### src/kss_pkg.sv
// kss_pkg: shared widths, configuration register indexes and the cell link types
// for the k-slot list scheduler. No dependencies.
`timescale 1ns / 1ps

package kss_pkg;

    localparam int TIME_W       = 32;
    localparam int DUR_W        = 16;
    localparam int SLOT_CNT_W   = 7;
    localparam int MAX_SLOTS_DEF = 64;
    localparam int CFG_IDX_W    = 1;

    localparam logic [CFG_IDX_W-1:0] CFG_SLOT_COUNT = 1'b0;
    localparam logic [CFG_IDX_W-1:0] CFG_DEADLINE   = 1'b1;

    typedef struct packed {
        logic              clear;
        logic              insert;
        logic              replace;
        logic [TIME_W-1:0] value;
    } kss_cmd_t;

    typedef struct packed {
        logic [TIME_W-1:0] val;
        logic              valid;
        logic              gt;
    } kss_link_t;

endpackage

### src/kss_cell.sv
// kss_cell: one slot of the sorted finish-time chain; on insert or replace it takes
// the new value or a neighbor's (left on insert, right on replace). Depends on kss_pkg.
`timescale 1ns / 1ps

module kss_cell
    import kss_pkg::*;
#(
    parameter bit IS_HEAD = 1'b0
)
(
    input  logic      clk,
    input  logic      rst_n,
    input  kss_cmd_t  cmd,
    input  kss_link_t left,
    input  kss_link_t right,
    output kss_link_t link
);

    logic [TIME_W-1:0] val_reg;
    logic [TIME_W-1:0] val_next;
    logic              valid_reg;
    logic              valid_next;
    logic              gt_self;
    logic              hold_self;

    assign gt_self   = !valid_reg || (val_reg > cmd.value);
    assign hold_self = IS_HEAD ? 1'b0 : gt_self;
    assign link      = '{val: val_reg, valid: valid_reg, gt: gt_self};

    always_comb
    begin
        val_next   = val_reg;
        valid_next = valid_reg;
        priority if (cmd.clear)
        begin
            valid_next = 1'b0;
        end
        else if (cmd.insert)
        begin
            if (left.gt)
            begin
                val_next   = left.val;
                valid_next = left.valid;
            end
            else if (gt_self)
            begin
                val_next   = cmd.value;
                valid_next = 1'b1;
            end
        end
        else if (cmd.replace)
        begin
            if (!hold_self)
            begin
                if (right.gt)
                begin
                    val_next   = cmd.value;
                    valid_next = 1'b1;
                end
                else
                begin
                    val_next   = right.val;
                    valid_next = right.valid;
                end
            end
        end
    end

    always_ff @(posedge clk or negedge rst_n)
    begin
        if (!rst_n)
        begin
            valid_reg <= 1'b0;
        end
        else
        begin
            valid_reg <= valid_next;
        end
    end

    always_ff @(posedge clk)
    begin
        val_reg <= val_next;
    end

endmodule

### config.mk
export PLATFORM = sky130hd
export DESIGN_NAME = kss_cell
export DESIGN_NICKNAME = d
export VERILOG_FILES = /design/src/kss_pkg.sv /design/src/kss_cell.sv
export SDC_FILE = /design/constraint.sdc
export NUM_CORES = 1
export LEC_CHECK = 0
export BUFFER_PORTS_ARGS = -buffer_cell sky130_fd_sc_hd__buf_2
export CORE_UTILIZATION = 46
export DETAILED_ROUTE_END_ITERATION = 16
export PLACE_DENSITY = 0.81
export SLEW_MARGIN = 5
export SYNTH_ARGS = -nofsm -noshare
export SYNTH_HDL_FRONTEND = slang
export SYNTH_SLANG_ARGS = --single-unit
### constraint.sdc
create_clock -name clk -period 3.5 [get_ports clk]
set_input_delay 0.525 -clock clk [delete_from_list [all_inputs] [get_ports clk]]
set_output_delay 0.525 -clock clk [all_outputs]
set_load 0.05 [all_outputs]
Yosys cells after proc, flatten, opt, wreduce, memory -nomap -nowiden --
Cells that the tools add are included.
Storage, ports and cells: register bits after elaboration 33, latch bits 0, memory bits (writable) 0, bits in read-only memories 0, input port bits 105, memories kept 0
Operators by class: $add $sub $neg 0, multiply operators 0, div/mod/pow operators 0, magnitude comparators 1, eq/ne operators 4, shifts and indexed selects 0, multiplexer cells 13, bitwise operators 1, reductions and logical operators 6
Operators by type and width (count):
- two-way mux 32 bit | 6
- greater-than comparator 32 bit | 1
- two-way mux 1 bit | 7
- inequality test 4 x 1 -> 1 bit (second input constant) | 1
- AND reduction 4 bit | 1
- inequality test 3 x 1 -> 1 bit (second input constant) | 1
- inequality test 3 bit (second input constant) | 1
- AND reduction 3 bit | 1
- nonzero test 3 bit | 1
- inequality test 2 bit (second input constant) | 1
- nonzero test 2 bit | 1
- zero test 1 bit | 1
- logical OR 1 bit | 1
- inverter 1 bit | 1

Depth between registers and ports, before layout --
word-level depth 6, gate-level depth with buffers 9, depth with buffers taken out 9

Least setup slack after synthesis --
OpenSTA, ideal clock, no wires.
path kind register to register, start point register val_reg[14], end point register val_reg[0], enable pin, data arrival time 2.859 ns, slack 0.254 ns, cell stages (with the launch flop) 9, buffers on the path 0, period minus slack after synthesis 3.246 ns, path through edfxtp_1 > ha_1 > a21oi_2 > nand2_1 > a221o_1 > o311a_1 > a21oi_2 > and3_2 > a21o_1
Between the ends: cells in the longest elaborated chain, start to end 4, elaborated cells on any way between the ends 5, classes of those cells 1 x order compare; 2 x eq/ne; 2 x reduce/logical
RTL lines:
- from (decl) | line kss_cell.sv:19 | logic [TIME_W-1:0] val_reg;
- from (signal assigned) | line kss_cell.sv:83 | val_reg <= val_next;
- greater-than comparator 32 bit * | line kss_cell.sv:26 | assign gt_self = !valid_reg || (val_reg > cmd.value);
- logical OR 1 bit * | line kss_cell.sv:26
- inequality test 3 x 1 -> 1 bit (no source line) / inequality test 2 bit (equally long branches)
- AND reduction 4 bit (no source line) *
Every way passes the cells marked *; elsewhere a longest branch is shown, timed or not. A chain may end at the register's enable or synchronous reset.

==> summary.md <==
| Metric | Value |
|---|---|
| Worst setup SP type | `register` |
| Status | `complete, no violations` |
| Pin count of the biggest net entering global routing | `43` |
| Via density | `5.418` |
| Grt ovf | `0` |
| YS warnings | `0` |
| Sequential area share after synthesis | `~37%` |
| Crit-path max FO | `4` |
| Die height | `77.92 um` |
| Vias in the first global route | `2,438` |
| WL final | `6.861 mm` |
| Met3 Track Usage GR | `approximately 6.8%` |
| Crit-path max cell delay | `420 ps` |
| Via count | `2,606` |
| Placed cell count | `approximately 480` |
| First-pass GRT wire length | `10.82 mm` |
| Most common flop cell mapped by yosys | `edfxtp_1` |
| Post-CTS Hold Fix Bufs | `0` |
| Antenna viol nets, final | `0` |
| Reg power frac | `between 40 and 50%` |
| Layout Cells excl Fill | `481` |
| All-Layer GR Usage | `between 20 and 25%` |
| CTS sink cnt | `33` |
| Setup violations, final | `0` |
| Psw | `0.3741 mW` |
| Syn Std Cell Area | `approximately 2700 um^2` |
| DRT Pass-1 Iters | `4` |
| WL/cell | `around 14 um` |
| Core area | `5540 um^2` |
| Post-layout min period | `2930 ps` |
| FF-to-FF Start | `val_reg[14]$_DFFE_PP_` |
| Starting Density | `47.85%` |
| Comb power frac | `33.1%` |
| Cell chosen for the clock root | `clkbuf_8` |
| Required time of the worst setup path | `just under 3000 ps` |
| GPL Wtd Cong | `about 0.78` |
| Clock latency on the worst-skew pair | `280 ps` |
| Antenna Cells | `0` |
| Worst-Margin Slew | `706.9 ps` |
| Full die area | `approximately 6000 um^2` |
| Fin. max-slew vios | `0` |
| Area delta synth->final | `30.25%` |
| Critical path's slowest cell | `nor4_1` |
| Ports | `between 100 and 150` |
| Post-CTS Setup Bufs | `0` |
| HPWL after DPL | `5.442 mm` |
| GR peak layer | `met2` |
| Leakage | `1.702 nW` |
| Initial antenna violation count | `0` |
| Worst-path clk slew | `60 ps` |
| Max_cap viols | `0` |
| Critical Path, Cell by Cell | `ha_1 -> nand4_1 -> nor4_1 -> a21boi_0 -> o311a_1 -> a21oi_2 -> nand2_1 -> buf_2` |
| CP Launch Point | `val_reg[11]$_DFFE_PP_` |
| RSZ-0062 raised after global routing | `false` |
| Synth cell types | `33` |
| Final Hold Viols | `0` |
| Worst flop-to-flop path endpoint | `val_reg[2]$_DFFE_PP_` |
| Critical setup path kind | `register to output pin` |
| CTS Buf Count | `5` |
| GR met1 Demand/Resource | `24.93%` |
| Post-synth ARST share | `3.030%` |
| 1st-iter DRT viols | `83` |
| Clk pwr share | `23.5%` |
| Final period util | `83.72%` |
| Int Pwr | `0.7380 mW` |
| CTS tree | `done` |
| Layout cells sized above 1 | `36.92%` |
| Row cnt | `27` |
| Worst Skew | `between 10 and 15 ps` |
| R2R Setup Slk | `760 ps` |
| Setup TNS | `0 ps` |
| Pwr Total | `1.112 mW` |
| Met2 Track Usage GR | `42.92%` |
| Maximum clock rate | `341.3 MHz` |
| Peak VDD IR | `between 0.2 and 0.25 mV` |
| Deepest level of the CTS H-tree | `2` |
| Max Root-Sink Buffers | `2` |
| Seq cells post-synth | `33` |
| Mapped Nets | `417` |
| Worst EP arrival | `2410 ps` |
| Synth Instances | `between 200 and 300` |
| Post-CTS Resized | `0` |
| Hold crit path type | `primary input to async pin` |
| Nets | `547` |
| Largest register FFs | `32` |
| Syn avg cell area | `roughly 9.5 um^2` |
| Worst Reg-to-Reg Cells | `9` |
| Setup crit end kind | `output pin` |
| IO Port Bufs | `138` |
| Pwr dens | `between 300 and 400 nW/um^2` |
| Headroom to the max-slew limit | `a little over half` |
| # DRC | `0` |
| Crit path to | `link[0]` |
| Sw Share | `33.64%` |
| Number of flops mapped to enable cells by yosys | `32` |
| Die Width | `77.92 um` |
logic make-up after synthesis:
kind of cell | synth area share, %
and+or+nand+nor | 11.42
muxes | 7.173
adders and majority gates | 15.10
DFF | 37.19
buffers and inverters | 7.645
AOI/OAI and AO/OA | 21.47
final cells by class:
| type | instances | area, um^2 |
|---|---|---|
| well taps | 72 | 90.09 |
| flip-flops and latches | 33 | 985.9 |
| clock buffers | 5 | 68.82 |
| clock inverters | 1 | 5.005 |
| repair buffers | 141 | 713.2 |
| fillers | 485 | 2087 |
| multi-input cells | 195 | 1463 |
| inverters | 34 | 127.6 |
layer usage:
layer  vias up  routed length [um]
met5         -                   0
met4         0                  81
met2       122                3366
li1       1308                   -
met1      1169                2837
met3         7                 575
how the worst min path moves through the flow:
stage	end	cells after the start
6_report	valid_reg$_DFFE_PN0P_	1
5_1_grt	valid_reg$_DFFE_PN0P_	1
4_1_cts	valid_reg$_DFFE_PN0P_	1
3_5_place_dp	valid_reg$_DFFE_PN0P_	1
3_3_place_gp	valid_reg$_DFFE_PN0P_	1
2_1_floorplan	valid_reg$_DFFE_PN0P_	0
power by group through the flow:
stage                     clock [mW]  sequential, mW  combinational, mW
final                          0.261           0.483              0.368
after global routing           0.283           0.485              0.405
after CTS                      0.268           0.483              0.370
after detailed placement           0           0.491              0.369
after global placement             0           0.490              0.359
after floorplan                    0           0.568              0.167
worst max-delay path, delay by kind of cell (launching register included):
| kind | cells | cell delay (ps) |
|---|---|---|
| buffers and inverters | 1 | 260 |
| AOI/OAI and AO/OA | 3 | 500 |
| DFF | 1 | 400 |
| adders and majority gates | 1 | 330 |
| and+or+nand+nor | 3 | 630 |
cell usage after synthesis (2+ instances only):
master    instances  area [um^2]
a211oi_1         19        142.6
a21o_1            2        15.01
a21oi_1          30        150.1
a21oi_2           2        17.52
a221oi_1          2        17.52
a31oi_1          13        81.33
buf_1             2        7.510
buf_4             2        15.01
clkbuf_1         14        52.55
edfxtp_1         32        960.9
ha_1             32        400.4
inv_1            34        127.6
mux2i_1          19        190.2
nand2_1          10        37.54
nand3_1           6        30.03
nand4_1           7        43.79
nor2_1            2        7.510
nor2b_1          21        131.4
nor4_1            2        12.51
o21ai_0           4        20.02
o22ai_1          13        81.33
cells in the final DEF, fill, tap and decap left out, types with 2 or more instances in the layout:
| master | instances |
|---|---|
| a21oi_1 | 30 |
| clkbuf_8 | 5 |
| a221oi_1 | 2 |
| nand4_1 | 7 |
| o22ai_1 | 13 |
| nor4_1 | 2 |
| a31oi_1 | 13 |
| buf_4 | 3 |
| inv_1 | 34 |
| a21oi_2 | 2 |
| nand3_1 | 6 |
| o21ai_0 | 4 |
| a211oi_1 | 19 |
| nor2_1 | 2 |
| ha_1 | 32 |
| mux2i_1 | 19 |
| edfxtp_1 | 32 |
| nor2b_1 | 21 |
| buf_2 | 138 |
| nand2_1 | 10 |
| a21o_1 | 2 |
stage by stage:
step                hold slack [ps]  cell area [um^2]  setup slack (ps)  utilization, %
floorplan                     229.4              2651             253.6               -
finish                        19.09              3453             569.9           62.33
global placement              301.0              3379             517.1           61.00
global route                  8.828              3453             397.9           62.33
detailed placement            307.6              3379             456.7           61.00
CTS                           13.11              3453             537.7           62.33
Power figures use the tool's default switching activity.
